File: src/hdl/pcbp_pkg.sv
// Package for the prefix code bit packer.
// Holds the item structs, request and status codes and the stage struct.
// No dependencies.
package pcbp_pkg;

  localparam logic [1:0] REQ_LOAD   = 2'd0;
  localparam logic [1:0] REQ_ENCODE = 2'd1;
  localparam logic [1:0] REQ_FINISH = 2'd2;

  localparam logic [1:0] ST_BYTE    = 2'd0;
  localparam logic [1:0] ST_UNKNOWN = 2'd1;
  localparam logic [1:0] ST_FLUSH   = 2'd2;

  localparam int CODE_W = 32;
  localparam int LEN_FW = 6;

  typedef struct packed {
    logic [1:0]        req_type;
    logic [7:0]        symbol;
    logic [CODE_W-1:0] code_word;
    logic [LEN_FW-1:0] code_length;
  } req_t;

  typedef struct packed {
    logic [7:0] out_byte;
    logic [1:0] status;
    logic       last;
  } res_t;

  typedef struct packed {
    logic valid;
    logic finish;
    logic known;
  } stage_t;

endpackage

File: src/hdl/pcbp_packer.sv
// Bit packer: accumulator, padding and merge of code bits, and the result
// emitter that sends up to four bytes of one item. Depends on pcbp_pkg.
module pcbp_packer (
  input  logic                        clk,
  input  logic                        rst,
  input  logic [2:0]                  pad_length,
  input  pcbp_pkg::stage_t            stage,
  input  logic [pcbp_pkg::CODE_W-1:0] code,
  input  logic [pcbp_pkg::LEN_FW-1:0] len,
  output logic                        go,
  output logic                        res_valid,
  input  logic                        res_stall,
  output pcbp_pkg::res_t              res
);
  import pcbp_pkg::*;

  logic [7:0]  acc;
  logic [2:0]  count;
  logic        started;
  logic [31:0] ebuf;
  logic [2:0]  ecnt;
  logic [1:0]  estat;

  logic [2:0]  padn;
  logic [3:0]  off;
  logic [6:0]  tot;
  logic [5:0]  sh;
  logic [47:0] merged;
  logic [2:0]  nbytes;
  logic [7:0]  acc_next;
  logic        need_emit;
  logic        em_free;
  logic        load_em;
  logic [31:0] ebuf_next;
  logic [2:0]  ecnt_next;
  logic [1:0]  estat_next;

  always_comb begin
    padn   = started ? 3'd0 : pad_length;
    off    = 4'({1'b0, count}) + 4'({1'b0, padn});
    tot    = 7'(off) + 7'(len);
    sh     = 6'(7'd48 - tot);
    merged = {acc, 40'b0} | (48'(code) << sh);
    nbytes = tot[5:3];
    unique case (nbytes)
      3'd0:    acc_next = merged[47:40];
      3'd1:    acc_next = merged[39:32];
      3'd2:    acc_next = merged[31:24];
      3'd3:    acc_next = merged[23:16];
      default: acc_next = merged[15:8];
    endcase
  end

  always_comb begin
    priority if (stage.finish) begin
      need_emit  = (count != 3'd0);
      ebuf_next  = {acc, 24'b0};
      ecnt_next  = 3'd1;
      estat_next = ST_FLUSH;
    end else if (!stage.known) begin
      need_emit  = 1'b1;
      ebuf_next  = 32'b0;
      ecnt_next  = 3'd1;
      estat_next = ST_UNKNOWN;
    end else begin
      need_emit  = (nbytes != 3'd0);
      ebuf_next  = merged[47:16];
      ecnt_next  = nbytes;
      estat_next = ST_BYTE;
    end
  end

  assign em_free = (ecnt == 3'd0) || ((ecnt == 3'd1) && !res_stall);
  assign go      = stage.valid && (!need_emit || em_free);
  assign load_em = go && need_emit;

  always_ff @(posedge clk) begin
    if (rst) begin
      acc     <= 8'd0;
      count   <= 3'd0;
      started <= 1'b0;
      ecnt    <= 3'd0;
    end else begin
      if (go) begin
        if (stage.finish) begin
          acc     <= 8'd0;
          count   <= 3'd0;
          started <= 1'b0;
        end else if (stage.known) begin
          acc     <= acc_next;
          count   <= tot[2:0];
          started <= 1'b1;
        end
      end
      if (load_em) begin
        ecnt <= ecnt_next;
      end else if ((ecnt != 3'd0) && !res_stall) begin
        ecnt <= ecnt - 3'd1;
      end
    end
  end

  always_ff @(posedge clk) begin
    if (load_em) begin
      ebuf  <= ebuf_next;
      estat <= estat_next;
    end else if ((ecnt != 3'd0) && !res_stall) begin
      ebuf <= {ebuf[23:0], 8'b0};
    end
  end

  assign res_valid    = (ecnt != 3'd0);
  assign res.out_byte = ebuf[31:24];
  assign res.status   = estat;
  assign res.last     = (ecnt == 3'd1);

endmodule

File: config.mk
export PLATFORM = sky130hd
export DESIGN_NAME = pcbp_packer
export DESIGN_NICKNAME = d
export VERILOG_FILES = /design/src/hdl/pcbp_pkg.sv /design/src/hdl/pcbp_packer.sv
export SDC_FILE = /design/constraint.sdc
export NUM_CORES = 1
export LEC_CHECK = 0
export BUFFER_PORTS_ARGS = -buffer_cell sky130_fd_sc_hd__buf_4
export CAP_MARGIN = 15
export CORE_MARGIN = 1.5
export CORE_UTILIZATION = 55
export DETAILED_ROUTE_END_ITERATION = 8
export PLACE_DENSITY_LB_ADDON = 0.25
export SLEW_MARGIN = 20
export SYNTH_ARGS = -nofsm -noshare
export SYNTH_HDL_FRONTEND = slang
export SYNTH_SLANG_ARGS = --single-unit
File: constraint.sdc
create_clock -name clk -period 7.5 [get_ports clk]
set_clock_uncertainty 0.05 [all_clocks]
set_input_delay 1.5 -clock clk [delete_from_list [all_inputs] [get_ports clk]]
set_output_delay 1.5 -clock clk [all_outputs]
set_load 0.05 [all_outputs]
* After elaboration in Yosys (flattened, before gate mapping)
Cells that the tools add are included.
Storage, ports and cells: bits in registers 49, output and inout bits 13
Cells by class: add/sub/neg operators 4, eq/ne operators 4, shift operators 1, mux-type cells 19, bitwise gates (word level) 1, reduce and logical (&&, ||, !) cells 16
Operator list (count):
- $mux W32 | 4
- $or A48 B48 Y48 | 1
- $shl A32 B6 Y48 | 1
- $pmux W8 S4 | 1
- $mux W3 | 7
- $mux W8 | 2
- $reduce_bool A3 Y1 | 3
- $add A4 B6 Y6 | 1
- $eq A3 B1 Y1 const B | 2
- $eq A3 B2 Y1 const B | 2
- $logic_not A3 Y1 | 2
- $sub A6 B6 Y6 const A | 1
- $mux W1 | 5
- $add A3 B3 Y4 | 1
- $logic_and A1 B1 Y1 | 4
- $reduce_bool A2 Y1 | 2
- $sub A3 B1 Y3 const B | 1
- $logic_not A1 Y1 | 2
- $logic_or A1 B1 Y1 | 2
- $reduce_and A2 Y1 | 1

* Depth between registers and ports, before layout
Gate-level depths: netlist of the first run.
depth after elaboration 11, gate-level depth with buffers 17, depth with buffers taken out 14

* Worst setup path after synthesis of the first run
No wires, ideal clock.
path kind input to output, start input len[1] in the netlist's numbering, end output go, data arrival time 4.624 ns, data required time 5.950 ns, path slack 1.326 ns, stages 10, cell sequence inv_1 > fa_1 > inv_1 > ha_1 > fa_1 > buf_2 > or2_2 > o22ai_1 > nand2_1 > a21boi_0
On the way: cells in the longest elaborated chain, start to end 7
Ends and longest elaborated chain:
- start: declaration | line pcbp_packer.sv:9 | input logic [pcbp_pkg::LEN_FW-1:0] len,
- $add A4 B6 Y6 | line pcbp_packer.sv:41 | tot = 7'(off) + 7'(len);
- $reduce_bool A3 Y1 | line pcbp_packer.sv:66 | need_emit = (nbytes != 3'd0);
- $mux W1 | line pcbp_packer.sv:60 | end else if (!stage.known) begin
- $mux W1 | line pcbp_packer.sv:55 | priority if (stage.finish) begin
- $logic_not A1 Y1 | line pcbp_packer.sv:74 | assign go = stage.valid && (!need_emit || em_free);
- $logic_or A1 B1 Y1 | line pcbp_packer.sv:74
- $logic_and A1 B1 Y1 | line pcbp_packer.sv:74
- end: declaration | line pcbp_packer.sv:10 | output logic go,
Every way passes these cells.

* Final worst setup path of the first run
start input len[1] in the netlist's numbering, end register ebuf[24] (data pin)
On the way: cells in the longest elaborated chain, start to end 9, elaborated cells on any way between the ends 14, classes of those cells add/sub (2); shift (1); mux (5); bitwise (1); reduce/logical (5)
Ends and longest elaborated chain:
- $add A4 B6 Y6 (*) | line pcbp_packer.sv:41
- parallel branches: the longest is 7 deep, another holds $sub A6 B6 Y6
- $mux W32 (*) | line pcbp_packer.sv:104 | if (load_em) begin
- end signal: assignment | line pcbp_packer.sv:105 | ebuf <= ebuf_next;
- end signal: assignment | line pcbp_packer.sv:108 | ebuf <= {ebuf[23:0], 8'b0};
- end: declaration | line pcbp_packer.sv:20 | logic [31:0] ebuf;
Every way passes the cells marked *. A chain may end at the register's enable or synchronous reset.

==> results of run 1 <==
[per-layer routing]
layer,GRT usage (%),share of wire [%],wire length [um]
met5,0,0,0
met3,3.53,8.4,1330
met2,48.0,45,7130
met1,44.9,43,6850
met4,13.1,3.6,566
[per-stage QoR]
step / hold WS, ps / setup WS, ps / utilization, %
floorplan: 408 / 1330 / -
global placement: 433 / 1540 / 60.8
global route: 474 / 1520 / 61.9
detailed placement: 434 / 1530 / 60.9
CTS: 448 / 1730 / 61.8
finish: 445 / 1740 / 61.9
[cell families after synthesis]
| family | count (synthesis) | synth area share [%] |
|---|---|---|
| simple gates | 194 | 16.1 |
| mux | 99 | 24.6 |
| xor+xnor | 15 | 3.17 |
| buf+inv | 72 | 6.52 |
| fa+ha+maj | 11 | 3.08 |
| compound gates | 183 | 22.3 |
| flops | 49 | 24.2 |
[layout make-up]
class / instances / area [um^2] / share of cell area, %
Clock buffer: 6 / 72.6 / 1.21
Clock inverter: 2 / 15.0 / 0.250
Inverter: 21 / 78.8 / 1.31
Multi-Input combinational cell: 502 / 3810 / 63.5
Sequential cell: 49 / 1320 / 22.0
Tap cell: 133 / 166 / 2.77
Timing Repair Buffer: 71 / 533 / 8.89
[power groups by stage]
stage	clock network, mW	registers (mW)	logic [mW]
floorplan	0	0.475	1.48
global placement	0	0.478	1.87
detailed placement	0	0.484	1.89
CTS	0.167	0.478	1.90
global route	0.175	0.487	2.09
finish	0.167	0.477	1.94
[registers in the layout, indices dropped and copies added (netlist names)]
register	count
started	1
count	3
estat	2
ebuf	32
ecnt	3
acc	8
[path summary, 6_finish.rpt]
path / from / to / slack, ps / cells after the start
worst max-delay path: len[1] / ebuf[24] / 1740 / 14
worst min-delay path: acc[6] / acc[6] / 440 / 2
worst max register to register: started / ebuf[24] / 2600 / 13
worst min register to register: acc[6] / acc[6] / 440 / 2
[layout by cell type (no fill, tap or decap), types with 11 or more instances in the layout]
master / instances
o21ai_0: 44
nor3_1: 13
dfxtp_1: 15
inv_1: 20
nand2_1: 76
mux2_2: 28
nor2_1: 49
mux4_2: 25
a22oi_1: 11
mux2i_1: 46
nand3_1: 12
edfxtp_1: 34
buf_4: 71
a21oi_1: 43
[worst register-to-register path: stages (launching register included)]
cell and delay, ps:
dfxtp_1 340, nand2b_1 150, fa_1 480, inv_1 50
ha_1 250, fa_1 710, nand2b_1 290, o32ai_1 370
a311o_1 220, nand2_1 490, nor4_1 670, nor3_1 130
a2111oi_0 440, a21o_1 130
==> metrics, run 1 <==
DR WL/cell 20.2 um; initial antenna violation count 0; list of most frequent post-synthesis cells 76 x nand2_1, 49 x nor2_1, 46 x mux2i_1; final setup TNS 0 ps; startpoint type of the worst setup path input port; # fillers 836; CP required between 7000 and 8000 ps; sequential power share a little under a fifth; Final Wtd Congestion 0.999; P per Cell Area around 430 nW/um^2; switching share of power about half; Lkg Pwr 2.29 nW; crit path DAT approximately 5900 ps; post-CTS setup repair buffer count 0; gr ovfl total 0; cell family with most CP delay simple AND/OR/NAND/NOR gates; net count after synthesis 681; Clock Sinks 49; layout cell share with drive strength beyond 1 between 20 and 25%; total wire length around 16000 um; Worst Setup End Kind register; final HPWL from detailed placement roughly 12000 um; final antenna-violating net count 0; CTS tree yes; Max IR drop VDD 0.266 mV; count of state elements after synthesis 49; Worst-Margin Slew between 900 and 1000 ps; Fin. Hold Viols 0; clock power share 6.5%; global-route wire length before repair between 20000 and 30000 um; Reg clk slew, reported paths roughly 110 ps; vias per inst approximately 6.6; ys async rst share 0%; Min-Delay Path Class register to register; Layout Cells excl Fill around 780; Worst Path Max Fanout 22; Num CTS Buffers 5; die area ~11000 um^2; min Tclk post-route 5760 ps; max cap viols 0; DP Area 5900 um^2; Yosys top cell by area edfxtp_1; DRC Markers 0; Synth Cell Area around 5400 um^2; Crit Path Category input port to register; worst path cell trace buf_4 > inv_1 > fa_1 > inv_1 > ha_1 > fa_1 > nand2b_1 > o32ai_1 > a311o_1 > nand2_1 > nor4_1 > nor3_1 > a2111oi_0 > a21o_1; Bufs and invs on worst path 3; fmax 174 MHz; CTS Hold Bufs 0; P_int 1.25 mW; Row Count 36; Pre-antenna DRT Iters 6; clock latency on the worst-skew pair about 320 ps; post-synthesis cell count approximately 620; count leader, synth nand2_1; Final setup violation count 0; Layout area overhead 10.1%; GRT Util Overall approximately 31%; run status finished clean; EDFF count, synth 34; Nets a little over 700; CP peak stage delay around 700 ps; unrepaired setup endpoints after global routing false; post-synth top area share a little under a fifth; Port Buffer Count roughly 60; final worst-path cycle share around 77%; Placed Instances about 780; Max H-tree Level 2; largest net degree at the start of global routing between 40 and 50; library cells used by synthesis 70; synth top area cells edfxtp_1 19%, mux4_2 10%, mux2i_1 8.5%; Final Total Pwr roughly 2.6 mW; top_reg_cell synth edfxtp_1; vias in the first global route roughly 4700; Net Sw Power approximately 1.3 mW; Finished Cell Area around 6000 um^2; Comb pwr share between 70 and 80%; Antenna Cells 0; detailed-route via count 5163; Slew HR around 39%; syn_area_per_cell approximately 8.7 um^2; width of the die roughly 100 um; root cell of the clock tree clkbuf_8; core area 9680 um^2; die height 103 um; Final Max Slew Viols 0; # IOs 60; post-CTS resize count 0; crit path max-delay cell type fa_1; DRT iter0 DRCs roughly 430; starting density of the core between 50% and 60%; sequential area share after synthesis 24.2%; Ys Warns 0; clock buffer depth 2
Note: power is estimated with default switching activity, not from simulation.
==> inputs of run 2 (changes only) <==
Settings changed: ABC_AREA from default to 1.
Clock period 7.5 ns to 5.6 ns, I/O delays scaled along.
==> metrics, run 2 <==
run status finished clean (unchanged); Fin. Hold Viols 0 (unchanged); Ys Warns 0 (unchanged); Worst-Margin Slew 910 ps (was 906 ps); count of state elements after synthesis 49 (unchanged); Max IR drop VDD 0.444 mV (was 0.266 mV); largest net degree at the start of global routing 45 (was 47); GRT Util Overall 32.3% (was 31.2%); final worst-path cycle share between 80% and 90%; Worst R2R Path Depth 22 (was 13); Hold Path End count[0] (was acc[6]); clock latency on the worst-skew pair 300 ps (was 320 ps); P per Cell Area 468 nW/um^2 (was 431 nW/um^2); count leader, synth nand2_1 (unchanged); CP required 4430 ps (was 7640 ps); clock buffer depth 2 (unchanged); # fillers 916 (was 836); Slew HR 38.9% (was 39.1%); Worst Setup End Kind output port (was register); CTS Hold Bufs 0 (unchanged); Num CTS Buffers 5 (unchanged); total wire length 15700 um (was 15900 um); Yosys top cell by area nand3_1 (was edfxtp_1); r2r startpoint started (unchanged); die area 9960 um^2 (was 10500 um^2); GR Util met1 44.4% (was 44.9%); Synth Cell Area 5150 um^2 (was 5450 um^2); vias in the first global route 5411 (was 4707); post-synth top area share 24.0% (was 18.7%); Final Wtd Congestion 0.965 (was 0.999); Worst Path Max Fanout 10 (was 22); core area 9150 um^2 (was 9680 um^2); layout cell share with drive strength beyond 1 9.88% (was 22.9%); Port Buffer Count 59 (unchanged); Biggest register ebuf (unchanged); sequential area share after synthesis 25.6% (was 24.2%); Row Count 35 (was 36); library cells used by synthesis 28 (was 70); met3 Resource Use GR 4.53% (was 3.53%); starting density of the core 56.3% (about the same); Lkg Pwr 2.70 nW (was 2.29 nW); Min-Delay Path Class register to register (unchanged); post-CTS resize count 0 (unchanged); Hold Startpoint count[0] (was acc[6]); Final Total Pwr 2.62 mW (was 2.59 mW); DRT iter0 DRCs 508 (was 433); commonest non-fill, non-tap cell in the layout nand2_1 (unchanged); gr ovfl total 0 (unchanged); max cap viols 0 (unchanged); unrepaired setup endpoints after global routing false (unchanged); post-synthesis cell count 881 (was 623); top_reg_cell synth edfxtp_1 (unchanged); list of most frequent post-synthesis cells 329 x nand2_1, 247 x nand3_1, 44 x inv_1, 44 x nor2_1, 34 x edfxtp_1 (was 76 x nand2_1, 49 x nor2_1, 46 x mux2i_1); crit path DAT 3670 ps (was 5900 ps); ys async rst share 0% (unchanged); met2 usage 53.0% (was 48.0%); area of the multi-input gates 3320 um^2 (was 3810 um^2); fin util 61.2% (was 61.9%); DRC Markers 0 (unchanged); syn_area_per_cell 5.85 um^2 (was 8.75 um^2); final HPWL from detailed placement 12600 um (was 12100 um); final setup TNS 0 ps (unchanged); Nets 958 (was 708); top flop regs ebuf (32), acc (8) (unchanged); final antenna-violating net count 0 (unchanged); Final Max Slew Viols 0 (unchanged); hold depth 2 (unchanged); startpoint type of the worst setup path input port (unchanged); die height 99.8 um (was 103 um); DR WL/cell 15.6 um (was 20.2 um); Max H-tree Level 2 (unchanged); R2R Path End ecnt[0] (was ebuf[24]); width of the die 99.8 um (was 103 um); Layout area overhead 8.67% (was 10.1%); FF-to-FF setup slack 1620 ps (was 2600 ps); GR peak layer met2 (unchanged); min Tclk post-route around 4800 ps; global-route wire length before repair 25900 um (was 25300 um); fmax 207 MHz; register area 1320 um^2 (unchanged); Pre-antenna DRT Iters 6 (unchanged); max FFs per register 32 (unchanged); initial antenna violation count 0 (unchanged); EDFF count, synth 34 (unchanged); Crit Path Category input port to output port (was input port to register); Clock Sinks 49 (unchanged); net count after synthesis 939 (was 681); root cell of the clock tree clkbuf_8 (unchanged); CTS tree yes (unchanged); synth top area cells nand3_1 24%, nand2_1 24%, edfxtp_1 20% (was edfxtp_1 19%, mux4_2 10%, mux2i_1 8.5%); vias per inst 5.91 (was 6.59); commonest non-fill, non-tap cells in the layout 329 x nand2_1, 247 x nand3_1, 68 x buf_4 (was 76 x nand2_1, 71 x buf_4, 49 x nor2_1); detailed-route via count 5977 (was 5163); Final setup violation count 0 (unchanged); Antenna Cells 0 (unchanged); Reg clk slew, reported paths 90 ps (was 110 ps); # IOs 60 (unchanged); post-CTS setup repair buffer count 0 (unchanged)
## run 2: worst max-delay path by stage
| stage | slack (ps) | cells after the start | endpoint | startpoint |
|---|---|---|---|---|
| floorplan | 930 | 18 | ecnt[1] | len[1] |
| global placement | 870 | 16 | go | len[1] |
| detailed placement | 750 | 16 | go | len[1] |
| CTS | 760 | 16 | go | len[1] |
| global route | 590 | 16 | go | len[1] |
| finish | 760 | 16 | go | len[1] |
## run 2: cell type report
| type | instances | area share [%] |
|---|---|---|
| Timing Repair Buffer | 69 | 9.47 |
| Inverter | 54 | 3.62 |
| Clock inverter | 2 | 0.246 |
| Multi-Input combinational cell | 721 | 59.3 |
| Sequential cell | 49 | 23.6 |
| Clock buffer | 6 | 1.30 |
| Tap cell | 111 | 2.48 |
## run 2: metal layers
metal	vias to the layer above	part of all wire, %
met2	231	46
met4	0	2.7
met3	36	6.3
met1	2729	45
met5	-	0
li1	2981	-
## run 2: where the power goes
part	switching, mW	internal (mW)
clock network	0.119	0.0892
logic	1.34	0.534
registers	0.0315	0.512
## run 2: stage by stage
step                std cells  instance area [um^2]  setup WS, ps  hold slack (ps)
finish                   1012                  5600           758              431
global route             1012                  5600           589              451
CTS                      1012                  5600           759              434
detailed placement       1004                  5510           751              422
global placement         1004                  5510           872              403
floorplan                 881                  5150           931              384
## run 2: kinds of logic after synthesis
logic type,count (synthesis),share of synthesized area (%)
AO/OA/AOI/OAI,71,7.57
XOR/XNOR,1,0.170
adder cells (fa/ha/maj),11,3.25
buffers and inverters,111,9.93
flip-flops,49,25.6
AND/OR/NAND/NOR,638,53.4
## run 2: critical path, stage by stage
cell and delay [ps]:
buf_4 80, inv_1 40, fa_1 530, inv_1 40, ha_1 210, fa_1 490
nand2_1 110, nand2_1 60, nand3_1 70, nand2_2 140, nor2_1 150, nand3_1 120
nand3b_1 130, nand2_1 90, inv_2 90, buf_4 200
==> inputs of run 3 (changes only) <==
Settings changed: CTS_BUF_LIST from default to sky130_fd_sc_hd__clkbuf_4 sky130_fd_sc_hd__clkbuf_8, RECOVER_POWER from default to 50.
==> metrics, run 3 (synthesized netlist as in run 2, its figures left out) <==
Worst-Margin Slew 909 ps (was 910 ps); CTS tree yes (unchanged); initial antenna violation count 0 (unchanged); Worst R2R Path Depth 22 (unchanged); # IOs 60 (unchanged); Slew HR 39.0% (was 38.9%); fin util 60.6% (was 61.2%); commonest non-fill, non-tap cell in the layout nand2_1 (unchanged); crit path max-delay cell type fa_1 (unchanged); Fin. Hold Viols 0 (unchanged); startpoint type of the worst setup path input port (unchanged); DR WL/cell 15.6 um (about the same); clock latency on the worst-skew pair 300 ps (about the same); Clock Sinks 49 (unchanged); GR peak layer met2 (unchanged); die area 9960 um^2 (unchanged); DRC Markers 0 (unchanged); max FFs per register 32 (unchanged); Final setup violation count 0 (unchanged); Final Max Slew Viols 0 (unchanged); hold depth 2 (unchanged); CTS Hold Bufs 0 (unchanged); Bufs and invs on worst path 5 (unchanged); met3 Resource Use GR 4.46% (was 4.53%); Antenna Cells 0 (unchanged); Lkg Pwr 2.65 nW (was 2.70 nW); max cap viols 0 (unchanged); core area 9150 um^2 (unchanged); Final Total Pwr 2.60 mW (was 2.62 mW); Worst Path Max Fanout 10 (unchanged); most frequent CP cell nand2_1 (unchanged); Pre-antenna DRT Iters 5 (was 6); clock buffer depth 2 (unchanged); P per Cell Area 468 nW/um^2 (about the same); final setup TNS 0 ps (unchanged); commonest non-fill, non-tap cells in the layout 330 x nand2_1, 247 x nand3_1, 52 x buf_4 (was 329 x nand2_1, 247 x nand3_1, 68 x buf_4); run status finished clean (unchanged); worst path cell trace clkbuf_4 > inv_1 > fa_1 > inv_1 > ha_1 > fa_1 > nand2_1 > nand2_1 > nand3_1 > nand2_1 > nor2_1 > nand3_1 > nand3b_1 > nand2_1 > inv_1 > buf_4 (was buf_4 > inv_1 > fa_1 > inv_1 > ha_1 > fa_1 > nand2_1 > nand2_1 > nand3_1 > nand2_2 > nor2_1 > nand3_1 > nand3b_1 > nand2_1 > inv_2 > buf_4); global-route wire length before repair 25800 um (was 25900 um); post-CTS resize count 0 (unchanged); final worst-path cycle share 89.6% (was 86.5%); Nets 958 (unchanged); r2r startpoint started (unchanged); Hold WS 430 ps (was 431 ps); width of the die 99.8 um (unchanged); Worst Setup End Kind output port (unchanged); GR Util met1 44.4% (about the same); Port Buffer Count 59 (unchanged); Reg clk slew, reported paths 90 ps (about the same); top flop regs ebuf (32), acc (8) (unchanged); Min-Delay Path Class register to register (unchanged); CP required 4430 ps (about the same); Biggest register ebuf (unchanged); Max H-tree Level 2 (unchanged); die height 99.8 um (unchanged); DRT iter0 DRCs 454 (was 508); post-CTS setup repair buffer count 0 (unchanged); starting density of the core 56.3% (unchanged); register area 1320 um^2 (unchanged); vias in the first global route 5420 (was 5411); Hold Startpoint count[0] (unchanged); min Tclk post-route 5020 ps (was 4840 ps); Worst Setup SP len[1] (unchanged); Crit Path Category input port to output port (unchanged); Max IR drop VDD 0.448 mV (was 0.444 mV); gr ovfl total 0 (unchanged); Final Wtd Congestion 0.965 (unchanged); unrepaired setup endpoints after global routing false (unchanged); vias per inst 5.89 (was 5.91); met2 usage 52.9% (was 53.0%); total wire length 15800 um (was 15700 um); Row Count 35 (unchanged); final antenna-violating net count 0 (unchanged); crit path DAT 3850 ps (was 3670 ps); CP peak stage delay 530 ps (about the same); CP Depth 16 (unchanged); final HPWL from detailed placement 12600 um (unchanged); Num CTS Buffers 5 (unchanged); largest net degree at the start of global routing 45 (unchanged); fmax 199 MHz (was 207 MHz); root cell of the clock tree clkbuf_8 (unchanged); detailed-route via count 5962 (was 5977); layout cell share with drive strength beyond 1 8.10% (was 9.88%); area of the multi-input gates 3320 um^2 (about the same); GRT Util Overall 32.3% (unchanged); Layout area overhead 7.62% (was 8.67%); # fillers 929 (was 916); cell family with most CP delay adder cells (unchanged)
run 3: changes by cell type in the layout (fill, tap and decap cells not counted), sizes merged:
cell	before	now
buf	69	53
clkbuf	6	22
run 3: worst reg2reg max path, delay by kind of cell, from the launching register on:
kind	cells	cell delay [ps]
AOI/OAI and AO/OA	1	240
adders and majority gates	3	1180
buffers and inverters	5	670
DFF	1	320
and+or+nand+nor	13	1810
run 3: worst paths after layout:
check / endpoint / slack [ps]
worst min register to register: count[0] / 430
worst min-delay path: count[0] / 430
worst max register to register: ecnt[0] / 1250
worst max-delay path: go / 580
run 3: metal layers:
| metal | wire length, um | vias to the layer above | share of wire [%] |
|---|---|---|---|
| li1 | - | 2979 | - |
| met1 | 7070 | 2727 | 45 |
| met2 | 7260 | 225 | 46 |
| met3 | 1020 | 31 | 6.4 |
| met4 | 413 | 0 | 2.6 |
| met5 | 0 | - | 0 |
run 3: cell type report:
| class | instances | share of cell area, % |
|---|---|---|
| tap | 111 | 2.50 |
| clock buffer | 6 | 1.38 |
| timing repair buffer | 69 | 8.57 |
| sequential | 49 | 23.8 |
| multi-input combinational | 721 | 59.8 |
| inverter | 54 | 3.65 |
| clock inverter | 2 | 0.248 |
run 3: stage by stage:
step           setup slack, ps  cells  area [um^2]
5_1_grt                    391   1012         5550
2_1_floorplan              931    881         5150
4_1_cts                    759   1012         5600
3_3_place_gp               872   1004         5510
6_report                   580   1012         5550
3_5_place_dp               751   1004         5510
run 3: power by group:
part	internal [mW]	total (mW)	switching [mW]
clock	0.0940	0.212	0.118
sequential	0.513	0.544	0.0314
combinational	0.505	1.84	1.34
